`src/sv/lazy_xor_segment_tree_pair_xor_sum_macros.svh`:
```
// ----------------------------------------------------------------------------
// Assertion macros for the pair-XOR range block
// Short helper macros that wrap a labeled concurrent assertion.
// ----------------------------------------------------------------------------
`ifndef LAZY_XOR_SEGMENT_TREE_PAIR_XOR_SUM_MACROS_SVH
`define LAZY_XOR_SEGMENT_TREE_PAIR_XOR_SUM_MACROS_SVH

// Implication checked on every clock edge outside reset.
`define LXS_ASSERT_IMP(label, clk, rst_n, ante, cons) \
	label: assert property (@(posedge clk) disable iff (!rst_n) (ante) |-> (cons)) \
		else $error("assertion failed");

// Implication whose consequent is checked in the cycle after the antecedent.
`define LXS_ASSERT_NEXT(label, clk, rst_n, ante, cons) \
	label: assert property (@(posedge clk) disable iff (!rst_n) (ante) |=> (cons)) \
		else $error("assertion failed");

`endif

```
`src/sv/lxs_pkg.sv`:
```
// ----------------------------------------------------------------------------
// Pair-XOR range block package
// Shared widths and command codes.
// ----------------------------------------------------------------------------
`default_nettype none
package lxs_pkg;
	localparam int Entries = 1024;
	localparam int Bits    = 20;
	localparam int IdxW    = 10;
	localparam int CntW    = 11;
	localparam int SumW    = 38;

	typedef enum logic [1:0] {
		CMD_LOAD   = 2'd0,
		CMD_UPDATE = 2'd1,
		CMD_QUERY  = 2'd2,
		CMD_NONE   = 2'd3
	} cmd_t;
endpackage
`default_nettype wire

```
`src/sv/lxs_mac.sv`:
```
// ----------------------------------------------------------------------------
// Pair-XOR accumulator
// Adds 2^bit * zeros * ones for one bit per cycle while enabled.
// ----------------------------------------------------------------------------
`default_nettype none
module lxs_mac (
	input  wire logic                     clk,
	input  wire logic                     clr,
	input  wire logic                     en,
	input  wire logic [4:0]               bit_idx,
	input  wire logic [lxs_pkg::CntW-1:0] ones,
	input  wire logic [lxs_pkg::CntW-1:0] total,
	output logic [lxs_pkg::SumW-1:0]      sum
);
	import lxs_pkg::*;
	logic [CntW-1:0]   zeros;
	logic [2*CntW-1:0] prod;
	logic [SumW-1:0]   sum_q;

	assign zeros = total - ones;
	assign prod  = zeros * ones;
	assign sum   = sum_q;

	always_ff @(posedge clk) begin
		if (clr) begin
			sum_q <= '0;
		end else if (en) begin
			sum_q <= sum_q + (SumW'(prod) << bit_idx);
		end
	end
endmodule
`default_nettype wire

```
`config.mk`:
```
export PLATFORM = sky130hd
export DESIGN_NAME = lxs_mac
export DESIGN_NICKNAME = d
export VERILOG_FILES = /design/src/sv/lazy_xor_segment_tree_pair_xor_sum_macros.svh /design/src/sv/lxs_pkg.sv /design/src/sv/lxs_mac.sv
export SDC_FILE = /design/constraint.sdc
export NUM_CORES = 1
export LEC_CHECK = 0
export BUFFER_PORTS_ARGS = -buffer_cell sky130_fd_sc_hd__buf_2
export CORE_MARGIN = 4
export CORE_UTILIZATION = 40
export CTS_CLUSTER_SIZE = 30
export DETAILED_ROUTE_END_ITERATION = 10
export HOLD_SLACK_MARGIN = 0.15
export PLACE_DENSITY = 0.68
export SLEW_MARGIN = 20
export SYNTH_ARGS = -nofsm -noshare
export SYNTH_HDL_FRONTEND = slang
export SYNTH_SLANG_ARGS = --single-unit
export TNS_END_PERCENT = 10
```
`constraint.sdc`:
```
create_clock -name clk -period 21.3 [get_ports clk]
set_input_delay 1.065 -clock clk [delete_from_list [all_inputs] [get_ports clk]]
set_output_delay 1.065 -clock clk [all_outputs]
set_load 0.05 [all_outputs]
```
## Word-level counts from Yosys, hierarchy flattened

Index checks and enable logic that the tools add are counted.

| word-level totals | value |
|---|---|
| bits in registers | 38 |
| bits of input ports | 30 |
| output and inout port bits | 38 |
| word-level logic and storage cells | 5 |

| cells by class | value |
|---|---|
| add/subtract/negate cells | 2 |
| $mul | 1 |
| shifts and indexed selects | 1 |

Operators by type and width:

| cell | number |
|---|---|
| $add 38x38->38 | 1 |
| $shl 22x5->38 | 1 |
| $mul 11x11->22 | 1 |
| $sub 11x11->11 | 1 |

## Depth between registers and ports, before layout

Gate-level depths: netlist of the first run.

| depth | value |
|---|---|
| word-level depth | 4 |
| depth in mapped cells | 46 |
| gate-level depth less buffers | 44 |

## Least setup slack after synthesis of the first run

OpenSTA, ideal clock, no wires.

| path | value |
|---|---|
| kind | in2reg |
| start | in ones[2] (netlist name) |
| end | reg sum_q[36] (netlist: sum[36]) |
| arrival time | 10.724 ns |
| required time | 21.178 ns |
| setup slack | 10.454 ns |
| stages | 43 |
| buffers on the path | 2 |
| path through | clkbuf_1 -> inv_1 -> ha_1 -> o21ai_0 -> a21boi_0 -> o21ai_0 -> a21boi_0 -> o21ai_0 -> a21boi_0 -> o21ai_0 -> nor3b_1 -> clkbuf_1 -> or3_1 -> fa_1 -> inv_1 -> fa_1 -> fa_1 -> fa_1 -> [... 7 more ...] -> or4_1 -> a21oi_1 -> a221oi_1 -> mux2_2 -> mux2_2 -> o21ai_0 -> nor2_1 -> ha_1 -> and2_1 -> and3_1 -> and2_1 -> o311a_1 -> o21a_1 -> a311o_1 -> a221oi_2 -> o21ai_1 -> mux2_1 -> a311o_1 |

| between the ends | value |
|---|---|
| cells in the longest elaborated chain, start to end | 4 |

Ends and longest elaborated chain:

| item | RTL line | text |
|---|---|---|
| start: declaration | lxs_mac.sv:11 | `input wire logic [lxs_pkg::CntW-1:0] ones,` |
| $sub 11x11->11 | lxs_mac.sv:20 | `assign zeros = total - ones;` |
| $mul 11x11->22 (*) | lxs_mac.sv:21 | `assign prod = zeros * ones;` |
| $shl 22x5->38 (*) | lxs_mac.sv:28 | `sum_q <= sum_q + (SumW'(prod) << bit_idx);` |
| $add 38x38->38 (*) | lxs_mac.sv:28 |  |
| end signal: assignment | lxs_mac.sv:28 |  |
| end: declaration | lxs_mac.sv:18 | `logic [SumW-1:0] sum_q;` |

Mark *: on every way between the ends. The rest lies on a longest branch, timed or not.
A chain may end at the register's enable or synchronous reset.

## Worst setup path in the final report of the first run

| path | value |
|---|---|
| start | in ones[1] (netlist name) |
| end | reg sum_q[36] (netlist: sum[36]) |

The elaborated chain is that of the path after synthesis.

==> impl_metrics.yaml, run 1 <==
outcome:
  status: "completed"
final_layout:
  syn_to_final_growth_pct: 7.034
  drive_gt1_share_pct: 9.106
  layout_commonest_cell: "inv_1"
  finalNetCount: 1417
  mostFrequentLayoutCells: "inv_1 (127), nand2_1 (112), ha_1 (109)"
  largest_reg_flops: 38
  finalInstanceArea_sq_um: 9920
  num-fill-cells: 2273
  regArea_sq_um: 760.7
  antenna_cells: 0
  multi_input_area_sq_um: 7805
synth:
  synth_top_area_cell: "fa_1"
  avgSynthCellArea_sq_um: 7.874
  yosysUniqueCellTypes: 70
  ys_seq_area_share_pct: 8.208
  syn_inst: 1177
  async_reset_ff_share_pct: 0
  syn_area_sq_um: 9268
  synth_top_area_share_pct: 17.71
  ys_seq_elements: 38
  syn-num-nets: 1398
  synth_warnings: 0
  netlist_top_cells_area: "fa_1 (18%), ha_1 (15%), dfxtp_1 (8.2%), inv_1 (5.1%), nand2_1 (4.5%)"
  synth-main-ff-cell: "dfxtp_1"
  synth_edf_count: 0
die:
  ioPinCount: 68
  initial_core_util_pct: 40.81
  die_x_um: 160.2
  die_y_um: 160.2
  placementRows: 55
  core_sq_um: 22710
  die_area_sq_um: 25670
timing:
  finalMaxSlewViolations: 0
  rsz0062_at_grt: "no"
  period_share_pct: 56.58
  fin_crit_ns: 12.05
  finalClockSkew_ns: 0.007791
  tns_ns: 0
  max_slew_margin_pct: 20.25
  setup_violations: 0
  hold_viol: 0
  timing.fmax_mhz: 82.98
  worst_slew_pin_slew_ns: 1.194
place:
  gp_routability_congestion: 0.9506
  dpl_cell_area_sq_um: 9761
  hpwl_um: 19320
  port_buffers: 67
clocking:
  cts-resized-gates: 0
  cts_sinks: 38
  postCtsSetupRepairBufs: 0
  cts_made_buffers: 5
  clk_latency_ns: 0.29
  cts-htree-levels: 2
  clkTransAtPathRegs_ns: 0.06
  root_buffer: "clkbuf_16"
  cts_tree: "done"
  clock_path_buffers: 2
  postCtsHoldBufs: 0
drt:
  vias_per_cell: 5.715
  ant_nets: 0
  dr.pass1.iters: 5
  drtIter0Drc: 693
  drc: 0
  detail_route.wl_per_cell_um: 16.19
  vias: 8469
  wl_um: 23990
setup_path:
  cp.arrival_ns: 12.23
  cp-start-kind: "input pin"
  cp_num_buf_inv: 5
  cp_top_family: "compound AO/OA/AOI/OAI gates"
  worst-setup-path-type: "input pin to flip-flop"
  cp-end-kind: "flip-flop"
  slowest_delay_ns: 0.98
  critPathSlowestCell: "nor3b_1"
  crit_path_max_fanout: 11
  rrSetupSlack_ns: 17.92
  critPathRequiredTime_ns: 21.47
run:
  cap_viol_max_count: 0
global_route:
  grt_max_degree: 46
  antenna_found_initial: 0
  grt_pass1_wl_um: 41390
  grt_pass1_vias: 8510
  gr-total-overflow: 0
  track_usage_pct: 19.02
hold_path:
  hold_class: "flip-flop to flip-flop"
-- cell type report --
class	instances	area share (%)
clock buffers	6	1.400
clock inverters	2	0.1261
inverters	130	4.919
multi-input cells	951	78.68
flip-flops and latches	38	7.669
well taps	285	3.595
repair buffers	70	3.607
-- kinds of logic after synthesis --
family,count (synthesis),synth area share (%)
simple gates,374,19.54
compound gates,271,18.97
fa+ha+maj,191,32.43
buf+inv,188,7.655
mux,62,8.195
xor+xnor,53,5.009
flops,38,8.208
-- final timing paths --
check | from | to | cells after the start
min reg2reg | sum[20] | sum[20] | 2
min | sum[20] | sum[20] | 2
max reg2reg | sum[0] | sum[36] | 13
max | ones[1] | sum[36] | 43
-- worst register-to-register path, cell delays in order, from the launching register on --
cell and delay, ns:
dfxtp_1 0.34, ha_1 0.22, inv_1 0.07, fa_1 0.18
nor2b_1 0.07, o211ai_1 0.21, a21oi_1 0.13, o311a_1 0.33
o21a_1 0.22, a311o_1 0.42, a221oi_2 0.32, o21ai_1 0.12
mux2_1 0.32, a311o_1 0.32
-- metal layers --
metal | global-route usage (%) | wire (um) | vias up
met5 | 0 | 0 | -
met4 | 3.363 | 329 | 0
met3 | 2.735 | 1442 | 25
met2 | 32.35 | 11210 | 248
met1 | 26.08 | 11010 | 4122
li1 | - | - | 4074
-- through the flow --
stage	setup slack, ns	hold WS, ns	instances	utilization [%]
final	9.249	0.5012	1482	43.68
after global routing	8.561	0.5326	1482	43.68
after CTS	9.421	0.5038	1482	43.65
after detailed placement	9.178	0.4955	1474	42.98
after global placement	9.459	0.4901	1474	42.98
after floorplan	10.45	0.6959	1177	-
-- cells in the mapped netlist, types with 4 or more instances --
library cell / n
inv_1: 127
nand2_1: 112
ha_1: 109
nor2_1: 92
fa_1: 82
o21ai_0: 65
a21oi_1: 64
and2_1: 64
clkbuf_1: 52
mux2i_1: 41
dfxtp_1: 38
a21o_1: 36
xnor2_1: 36
nor3_1: 33
xor2_1: 17
nand3_1: 16
o22ai_1: 16
o21a_1: 13
a211oi_1: 12
nand2b_1: 11
a21boi_0: 10
and3_1: 10
mux4_2: 10
nor2b_1: 10
mux2_2: 9
a31oi_1: 6
or3_1: 5
nand4_1: 4
o22a_1: 4
o31a_1: 4
Power of run 1 is left out: the tool's default activity adds up to more than one toggle a clock period on the data nets, which glitch-free logic cannot reach.
==> run 2: changes to the inputs <==
--- a/config.mk
+++ b/config.mk
@@ -11,7 +11,7 @@
 export CTS_CLUSTER_SIZE = 30
 export DETAILED_ROUTE_END_ITERATION = 10
 export HOLD_SLACK_MARGIN = 0.15
-export PLACE_DENSITY = 0.68
+export PLACE_DENSITY = 0.7
 export SLEW_MARGIN = 20
 export SYNTH_ARGS = -nofsm -noshare
 export SYNTH_HDL_FRONTEND = slang
==> constraint.sdc (replaced) <==
create_clock -name clk -period 9.7 [get_ports clk]
set_input_delay 0.485 -clock clk [delete_from_list [all_inputs] [get_ports clk]]
set_output_delay 0.485 -clock clk [all_outputs]
set_load 0.05 [all_outputs]
==> impl_metrics.yaml, run 2 (synthesis gave the netlist of run 1 again) <==
die:
  ioPinCount: 68
  initial_core_util_pct: 40.81
  placementRows: 55
  die_x_um: 160.2
  core_sq_um: 22710
  die_y_um: 160.2
  die_area_sq_um: 25670
drt:
  vias: 9157
  drtIter0Drc: 607
  drc: 0
  dr.pass1.iters: 5
  ant_nets: 0
  wl_um: 26270
  detail_route.wl_per_cell_um: 15.71
  vias_per_cell: 5.477
place:
  dpl_cell_area_sq_um: 11030
  hpwl_um: 20960
  port_buffers: 67
  gp_routability_congestion: 0.9399
clocking:
  clock_path_buffers: 2
  postCtsHoldBufs: 0
  root_buffer: "clkbuf_16"
  cts-htree-levels: 2
  clkTransAtPathRegs_ns: 0.07
  cts_sinks: 38
  cts_tree: "done"
  cts_made_buffers: 5
  clk_latency_ns: 0.29
setup_path:
  worst-setup-path-type: "input pin to flip-flop"
  crit_path_max_fanout: 4
  cp.arrival_ns: 10.00
  slowest_delay_ns: 0.55
  cp_common_cell: "fa_1"
  cp-start-kind: "input pin"
  critPathRequiredTime_ns: 9.88
  critPathSlowestCell: "fa_1"
  cp-end-kind: "flip-flop"
final_layout:
  post-route-util_pct: 51.95
  mostFrequentLayoutCells: "buf_4 (191), inv_1 (123), nand2_1 (109)"
  largest_reg_flops: 38
  multi_input_area_sq_um: 8235
  regArea_sq_um: 760.7
  drive_gt1_share_pct: 27.33
  finalNetCount: 1607
  finalInstanceArea_sq_um: 11800
  layout_commonest_cell: "buf_4"
  antenna_cells: 0
  num-fill-cells: 2048
  syn_to_final_growth_pct: 27.30
timing:
  finalMaxSlewViolations: 0
  worst_slew_pin_slew_ns: 0.9072
  period_share_pct: 101.3
  finalClockSkew_ns: 0.008313
  rsz0062_at_grt: "yes"
  hold_viol: 0
  fin_crit_ns: 9.826
  timing.fmax_mhz: 101.8
  hold_slack_ns: 0.5193
  max_slew_margin_pct: 39.15
  setup_violations: 2
  fin_ws_ns: -0.1256
global_route:
  gr-total-overflow: 0
  grt_pass1_vias: 9026
  grt_max_degree: 46
  track_usage_pct: 19.58
  grt_pass1_wl_um: 43010
  antenna_found_initial: 1
outcome:
  violations: "negative setup slack"
  status: "complete, but fails checks"
run:
  cap_viol_max_count: 0
hold_path:
  hold_class: "flip-flop to flip-flop"
## run 2: critical path, delay by kind of cell
family,cells,cell delay [ns]
adders and majority gates,9,3.60
buffers and inverters,10,0.91
xor gates and xnor gates,1,0.15
AOI/OAI and AO/OA,16,2.80
and+or+nand+nor,7,1.15
muxes,3,0.90
## run 2: metal layers
metal | part of all wire, % | GRT usage (%) | routed length, um
met4 | 2.1 | 3.950 | 550
met2 | 47 | 33.03 | 12380
met1 | 45 | 26.92 | 11870
met3 | 5.6 | 2.761 | 1470
met5 | 0.027 | 0 | 7
## run 2: per-stage QoR
step / setup slack, ns / instances / TNS (ns)
3_3_place_gp: -0.2992 / 1634 / -1.520
3_5_place_dp: -0.5165 / 1634 / -3.651
4_1_cts: 0.007625 / 1649 / 0
5_1_grt: -0.5325 / 1672 / -4.837
2_1_floorplan: 0.03654 / 1177 / 0
6_report: -0.1256 / 1672 / -0.1825
## run 2: path summary, 6_finish.rpt
| path | depth (start not counted) | to | start | slack (ns) |
|---|---|---|---|---|
| worst max-delay path | 46 | sum[36] | total[0] | -0.13 |
| worst min-delay path | 2 | sum[33] | sum[33] | 0.52 |
| worst max register to register | 14 | sum[24] | sum[0] | 6.48 |
| worst min register to register | 2 | sum[33] | sum[33] | 0.52 |
## run 2: repair_timing
item | CTS | global route
buffers inserted | 7 | 23
pin swaps | 19 | 67
gates resized for setup | 9 | 90
endpoints found under the setup margin | 8 | 19
## run 2: layout make-up
type                       instances  area share, %
clock buffer                       6          1.177
clock inverter                     2         0.1061
inverter                         130          4.168
multi-input combinational        951          69.81
sequential                        38          6.448
tap                              285          3.023
timing repair buffer             260          15.27
Power of run 2 is left out for the same reason.
